<file path="src/rtl/mfdi_pkg.sv">
// Shared types, constants and the logistic table builder for the density iterator.
`timescale 1ns / 1ps
package mfdi_pkg;

   localparam int MAX_DEGREE  = 16;
   localparam int TABLE_BITS  = 10;
   localparam int TABLE_SIZE  = 1 << TABLE_BITS;
   localparam int TAB_AW      = TABLE_BITS + 1;
   localparam int DEG_W       = $clog2(MAX_DEGREE + 1);
   localparam int POW_W       = 31;
   localparam int ROW_W       = MAX_DEGREE;
   localparam int SUM_W       = ROW_W + POW_W + DEG_W;
   localparam int DIV_W       = 16 + DEG_W + TABLE_BITS + 1;
   localparam int DCNT_W      = $clog2(DIV_W);
   localparam int QIDX_W      = DIV_W - 16;

   localparam logic [16:0]      ONE_Q16 = 17'h10000;
   localparam logic [POW_W-1:0] ONE_POW = POW_W'(32'h4000_0000);

   // configuration register indexes
   localparam logic [1:0] REG_DEGREE     = 2'd0;
   localparam logic [1:0] REG_LOW_THRESH = 2'd1;
   localparam logic [1:0] REG_NOISE_RATE = 2'd2;
   localparam logic [1:0] REG_ITER_COUNT = 2'd3;

   typedef enum logic [3:0] {
      OP_NONE, OP_LOAD, OP_PASCAL, OP_RATE, OP_DIV, OP_RD_A, OP_RD_B,
      OP_INTERP, OP_CP, OP_TW, OP_TT, OP_TACC, OP_FIN
   } op_type;

   typedef struct packed {
      op_type op;
   } cmd_type;

   typedef struct packed {
      logic last;
      logic band;
      logic div_last;
   } stat_type;

   typedef logic [16:0] lut_type [0:TABLE_SIZE];

   // restoring shift-subtract quotient, used only while building the table
   function automatic logic [63:0] udiv64(logic [63:0] num, logic [63:0] den);
      logic [64:0] rem;
      logic [63:0] quo;
      rem = '0;
      quo = '0;
      for (int b = 63; b >= 0; b--) begin
         rem = {rem[63:0], num[b]};
         if (rem >= {1'b0, den}) begin
            rem    = rem - {1'b0, den};
            quo[b] = 1'b1;
         end
      end
      return quo;
   endfunction

   // Logistic samples 65536/(1+exp(-x)), x stepping by 16/TABLE_SIZE.
   // exp step is a Taylor series in Q2.62, then repeated products.
   function automatic lut_type build_logistic();
      lut_type     lut;
      logic [63:0] t;
      logic [63:0] r;
      logic [63:0] e;
      logic [63:0] den;
      logic [63:0] a1;
      logic [63:0] a0;
      logic [63:0] b1;
      logic [63:0] b0;
      logic [63:0] mid;
      int          s;
      s = TABLE_BITS - 4;
      t = 64'h4000_0000_0000_0000;
      r = t;
      e = t;
      for (int m = 1; m < 64; m++) begin
         if (t != 64'd0) begin
            t = udiv64(t >> s, 64'(m));
            if ((m & 1) == 1) r = r - t;
            else r = r + t;
         end
      end
      for (int n = 0; n <= TABLE_SIZE; n++) begin
         den    = 64'h4000_0000 + (e >> 32);
         lut[n] = 17'(udiv64((64'd1 << 46) + (den >> 1), den));
         a1     = e >> 31;
         a0     = e & 64'h7FFF_FFFF;
         b1     = r >> 31;
         b0     = r & 64'h7FFF_FFFF;
         mid    = a1 * b0 + a0 * b1 + ((a0 * b0) >> 31);
         e      = a1 * b1 + (mid >> 31);
      end
      return lut;
   endfunction

endpackage

</file>
<file path="src/rtl/mfdi_ctrl.sv">
// Sequencer for the density iterator: item prologue, map iterations, result strobe.
`timescale 1ns / 1ps
module mfdi_ctrl (
   input  logic                clock,
   input  logic                reset,
   input  logic                start,
   input  logic [15:0]         cfg_iteration_count,
   input  mfdi_pkg::stat_type  status,
   output mfdi_pkg::cmd_type   cmd,
   output logic                busy,
   output logic                rsp_valid
);

   typedef enum logic [13:0] {
      ST_IDLE   = 14'b00000000000001,
      ST_PASCAL = 14'b00000000000010,
      ST_RATE   = 14'b00000000000100,
      ST_DIV    = 14'b00000000001000,
      ST_RD_A   = 14'b00000000010000,
      ST_RD_B   = 14'b00000000100000,
      ST_INTERP = 14'b00000001000000,
      ST_CP     = 14'b00000010000000,
      ST_TW     = 14'b00000100000000,
      ST_TT     = 14'b00001000000000,
      ST_TACC   = 14'b00010000000000,
      ST_FIN    = 14'b00100000000000,
      ST_DONE   = 14'b01000000000000,
      ST_SPARE  = 14'b10000000000000
   } state_type;

   state_type   state_ff, state_in;
   logic [15:0] iter_ff, iter_in;
   logic        no_iter;

   assign no_iter = (cfg_iteration_count == 16'd0);

   // next state and datapath command
   always_comb begin
      state_in = state_ff;
      iter_in  = iter_ff;
      cmd.op   = mfdi_pkg::OP_NONE;
      unique case (state_ff)
         ST_IDLE: begin
            if (start) begin
               cmd.op   = mfdi_pkg::OP_LOAD;
               iter_in  = 16'd0;
               state_in = ST_PASCAL;
            end
         end
         ST_PASCAL: begin
            cmd.op = mfdi_pkg::OP_PASCAL;
            if (status.last) state_in = ST_RATE;
         end
         ST_RATE: begin
            cmd.op = mfdi_pkg::OP_RATE;
            if (status.band) state_in = ST_DIV;
            else if (status.last) state_in = no_iter ? ST_DONE : ST_CP;
         end
         ST_DIV: begin
            cmd.op = mfdi_pkg::OP_DIV;
            if (status.div_last) state_in = ST_RD_A;
         end
         ST_RD_A: begin
            cmd.op   = mfdi_pkg::OP_RD_A;
            state_in = ST_RD_B;
         end
         ST_RD_B: begin
            cmd.op   = mfdi_pkg::OP_RD_B;
            state_in = ST_INTERP;
         end
         ST_INTERP: begin
            cmd.op = mfdi_pkg::OP_INTERP;
            if (status.last) state_in = no_iter ? ST_DONE : ST_CP;
            else state_in = ST_RATE;
         end
         ST_CP: begin
            cmd.op = mfdi_pkg::OP_CP;
            if (status.last) state_in = ST_TW;
         end
         ST_TW: begin
            cmd.op   = mfdi_pkg::OP_TW;
            state_in = ST_TT;
         end
         ST_TT: begin
            cmd.op   = mfdi_pkg::OP_TT;
            state_in = ST_TACC;
         end
         ST_TACC: begin
            cmd.op   = mfdi_pkg::OP_TACC;
            state_in = status.last ? ST_FIN : ST_TW;
         end
         ST_FIN: begin
            cmd.op   = mfdi_pkg::OP_FIN;
            iter_in  = iter_ff + 16'd1;
            state_in = (iter_ff + 16'd1 == cfg_iteration_count) ? ST_DONE : ST_CP;
         end
         ST_DONE: begin
            state_in = ST_IDLE;
         end
         default: begin
            state_in = ST_IDLE;
         end
      endcase
   end

   always_ff @(posedge clock) begin
      if (reset) begin
         state_ff <= ST_IDLE;
         iter_ff  <= 16'd0;
      end else begin
         state_ff <= state_in;
         iter_ff  <= iter_in;
      end
   end

   assign busy      = (state_ff != ST_IDLE);
   assign rsp_valid = (state_ff == ST_DONE);

endmodule

</file>
<file path="config.mk">
export PLATFORM = sky130hd
export DESIGN_NAME = mfdi_ctrl
export DESIGN_NICKNAME = d
export VERILOG_FILES = /design/src/rtl/mfdi_pkg.sv /design/src/rtl/mfdi_ctrl.sv
export SDC_FILE = /design/constraint.sdc
export NUM_CORES = 1
export LEC_CHECK = 0
export ABC_AREA = 1
export BUFFER_PORTS_ARGS = -buffer_cell sky130_fd_sc_hd__buf_4
export CAP_MARGIN = 10
export CORE_ASPECT_RATIO = 1.4
export CORE_MARGIN = 8
export CORE_UTILIZATION = 25
export DETAILED_ROUTE_END_ITERATION = 10
export GPL_ROUTABILITY_DRIVEN = 0
export PLACE_DENSITY_LB_ADDON = 0.25
export RECOVER_POWER = 100
export SKIP_LAST_GASP = 1
export SLEW_MARGIN = 20
export SYNTH_ARGS = -nofsm -noshare
export SYNTH_HDL_FRONTEND = slang
export SYNTH_SLANG_ARGS = --single-unit
</file>
<file path="constraint.sdc">
create_clock -name clock -period 2.25 [get_ports clock]
set_input_delay 0.45 -clock clock [delete_from_list [all_inputs] [get_ports clock]]
set_output_delay 0.45 -clock clock [all_outputs]
set_load 0.02 [all_outputs]
</file>
==> results.sh <==
export IMPL_holdPathEnd="state_ff[3]"
export IMPL_wl_um=6450
export IMPL_placementRows=41
export IMPL_outcome="finished, final reports clean"
export IMPL_rr_worst_depth=14
export IMPL_fin_crit_sh_pct=95.30
export IMPL_synth_async_reset_ratio_pct=0
export IMPL_clkPwrFrac_pct=47.2
export IMPL_num_io_pins=28
export IMPL_irDropWorstVdd_uv=239.9
export IMPL_r2r_slack_ns=0.24
export IMPL_leakagePower_nw=1.147
export IMPL_fin_skew_ns=0.006348
export IMPL_antenna_found_initial=0
export IMPL_area_delta_synth_final_pct=19.85
export IMPL_final_fill_count=1010
export IMPL_placed_area_um2=2554
export IMPL_insertion_delay_ns=0.27
export IMPL_syn_num_nets=402
export IMPL_ys_top_cells_by_count="117 x nand2_1, 55 x inv_1, 43 x nand3_1, 29 x dfxtp_1, 27 x nor2_1"
export IMPL_clock_sinks=29
export IMPL_grt_pass1_wl_um=10430
export IMPL_yosys_cell_types_count=30
export IMPL_wl_per_cell_um=12.52
export IMPL_instances_no_fill=515
export IMPL_vias=2414
export IMPL_post_cts_buffers=0
export IMPL_viasPerCell=4.687
export IMPL_grt_max_degree=29
export IMPL_cts_resized=0
export IMPL_worstMarginPinSlew_ns=0.5624
export IMPL_r2r_start="iter_ff[1]"
export IMPL_synth_top_area_share_pct=25.95
export IMPL_crit_path_end_kind="output port"
export IMPL_power_density_nw_per_um2=511.6
export IMPL_yosysWarnings=0
export IMPL_dieHeight_um=127.9
export IMPL_clockBufferDepth=2
export IMPL_intPower_w=0.001023
export IMPL_worstPathRequired_ns=1.80
export IMPL_dp_cells=508
export IMPL_drtIter0Drc=106
export IMPL_grt_pass1_vias=2297
export IMPL_portBuffers=27
export IMPL_p_comb_share_pct=14.5
export IMPL_grt_usage_pct=10.84
export IMPL_yosysMostFrequentCell="nand2_1"
export IMPL_design_area_um2=2681
export IMPL_worst_setup_path_start_kind="register"
export IMPL_clk_pin_slew_ns=0.05
export IMPL_ctsHtreeMaxLevel=2
export IMPL_min_from="status[0]"
export IMPL_worstPathArrival_ns=1.69
export IMPL_yosysSeqAreaShare_pct=25.95
export IMPL_finalHoldViolCount=0
export IMPL_initial_core_util_pct=25.21
export IMPL_slew_headroom_pct=62.46
export IMPL_synthCells=379
export IMPL_postSynthAreaPerCell_um2=5.903
export IMPL_nets=431
export IMPL_worst_setup_path_type="register to output port"
export IMPL_reg2reg_to="state_ff[7]"
export IMPL_gr_total_overflow=0
export IMPL_setup_ws_ns=0.1058
export IMPL_core_area_um2=8875
export IMPL_startpoint="state_ff[10]"
export IMPL_drt_first_pass_iters=4
export IMPL_postCtsHoldBufs=0
export IMPL_ys_seq_elements=29
export IMPL_die_area_um2=12270
export IMPL_syn_area_um2=2237
export IMPL_die_w_um=95.95
export IMPL_fin_hold_ws_ns=0.4541
export IMPL_holdCritPathClass="primary input to register"
export IMPL_maxSlewViolCount=0
export IMPL_drive_above_1_share_pct=16.91
export IMPL_synth_area_leaders="dfxtp_1 26%, nand2_1 20%, nand3_1 9.6%"
export IMPL_ctsRootBufferMaster="clkbuf_16"
export IMPL_cts_buffers=5
export IMPL_synth_top_cell_by_area="dfxtp_1"
export IMPL_min_path_cells=4
export IMPL_rsz0062_at_grt="yes"
export IMPL_timing_fmax_ghz=0.4664
export IMPL_swShare_pct=25.41
export IMPL_setup_viol=0
export IMPL_p_sw_w=0.0003486
export IMPL_drcViolationCount=0
export IMPL_tritoncts="yes"
export IMPL_preCtsSetupSlack_ns=0.2358
export IMPL_fin_crit_ns=2.144
export IMPL_synthFlopType="dfxtp_1"
export IMPL_ant_nets=0
export IMPL_n_antenna_cell=0
export IMPL_maxCapViolations=0
export IMPL_hpwlAfterDp_um=5191
export IMPL_power_frac_seq_pct=38.3
export IMPL_synth_edff_count=0
export IMPL_worst_path_max_fanout=6
==> kinds of logic (layout without fill, tap and decap cells) <==
group	after synthesis	after routing	synth area share, %
AOI/OAI and AO/OA	34	34	8.501
and+or+nand+nor	247	247	52.68
DFF	29	29	25.95
adders and majority gates	1	1	0.5592
xor gates and xnor gates	2	2	1.119
buffers and inverters	66	95	11.19
==> per-layer routing <==
layer  vias to the layer above  GRT usage [%]  share of wire [%]
met5                         -              0                  0
met4                         0          3.906                1.9
met3                        10          2.403                4.4
met2                        53          19.35                 52
met1                      1075          11.99                 42
li1                       1276              -                  -
==> worst max-delay path: stages (launching register included) <==
cell and delay [ns]:
dfxtp_1 0.32, nor2_2 0.15, nand2_1 0.13, nor2_4 0.16
inv_2 0.07, nor2_4 0.13, nand4_1 0.17, nand4_1 0.14
buf_4 0.16
==> stage by stage <==
step | setup TNS [ns] | total power, W | util [%]
4_1_cts | 0 | 0.001394 | 30.38
3_3_place_gp | 0 | 0.0007418 | 28.77
5_1_grt | -0.05333 | 0.001432 | 30.21
3_5_place_dp | 0 | 0.0007414 | 28.77
6_report | 0 | 0.001372 | 30.21
2_1_floorplan | 0 | 0.0006569 | -
==> cells in the final DEF, fill, tap and decap left out, drive strengths merged <==
master | netlist | final
a21oi | 22 | 22
a31oi | 1 | 1
and2 | 1 | 1
buf | 2 | 24
clkbuf | 3 | 10
clkinv | 1 | 1
dfxtp | 29 | 29
ha | 1 | 1
inv | 60 | 60
nand2 | 127 | 127
nand3 | 46 | 46
nand3b | 5 | 5
nand4 | 11 | 11
nor2 | 41 | 41
nor3 | 9 | 9
nor4 | 7 | 7
o2111ai | 1 | 1
o21ai | 9 | 9
o22ai | 1 | 1
xnor2 | 1 | 1
xor2 | 1 | 1
==> how the worst max path moves through the flow <==
| stage | end | slack, ns | cells past startpoint |
|---|---|---|---|
| 3_3_place_gp | state_ff[7] | 0.23 | 14 |
| 6_report | cmd[3] | 0.11 | 8 |
| 5_1_grt | cmd[3] | -0.04 | 8 |
| 3_5_place_dp | state_ff[7] | 0.24 | 14 |
| 4_1_cts | cmd[1] | 0.09 | 8 |
| 2_1_floorplan | rsp_valid | 0.48 | 3 |
==> flip-flops by register name, summed over array words and instances (netlist names) <==
name and count:
state_ff 13, iter_ff 16
==> power by group through the flow <==
stage	clock network, W	logic (W)	registers, W
5_1_grt	0.000684	0.000222	0.000526
6_report	0.000647	0.000199	0.000525
3_5_place_dp	0	0.000207	0.000534
2_1_floorplan	0	0.000123	0.000534
3_3_place_gp	0	0.000208	0.000534
4_1_cts	0.000662	0.000208	0.000524
==> final cells by class <==
class,count,area [um^2],area share [%]
timing repair buffer,27,187.7,7.000
clock buffer,7,142.6,5.320
sequential,29,580.6,21.65
tap,107,133.9,4.993
multi-input combinational,284,1406,52.45
inverter,61,230.2,8.586
No activity file was read; power rests on OpenSTA's default activity.
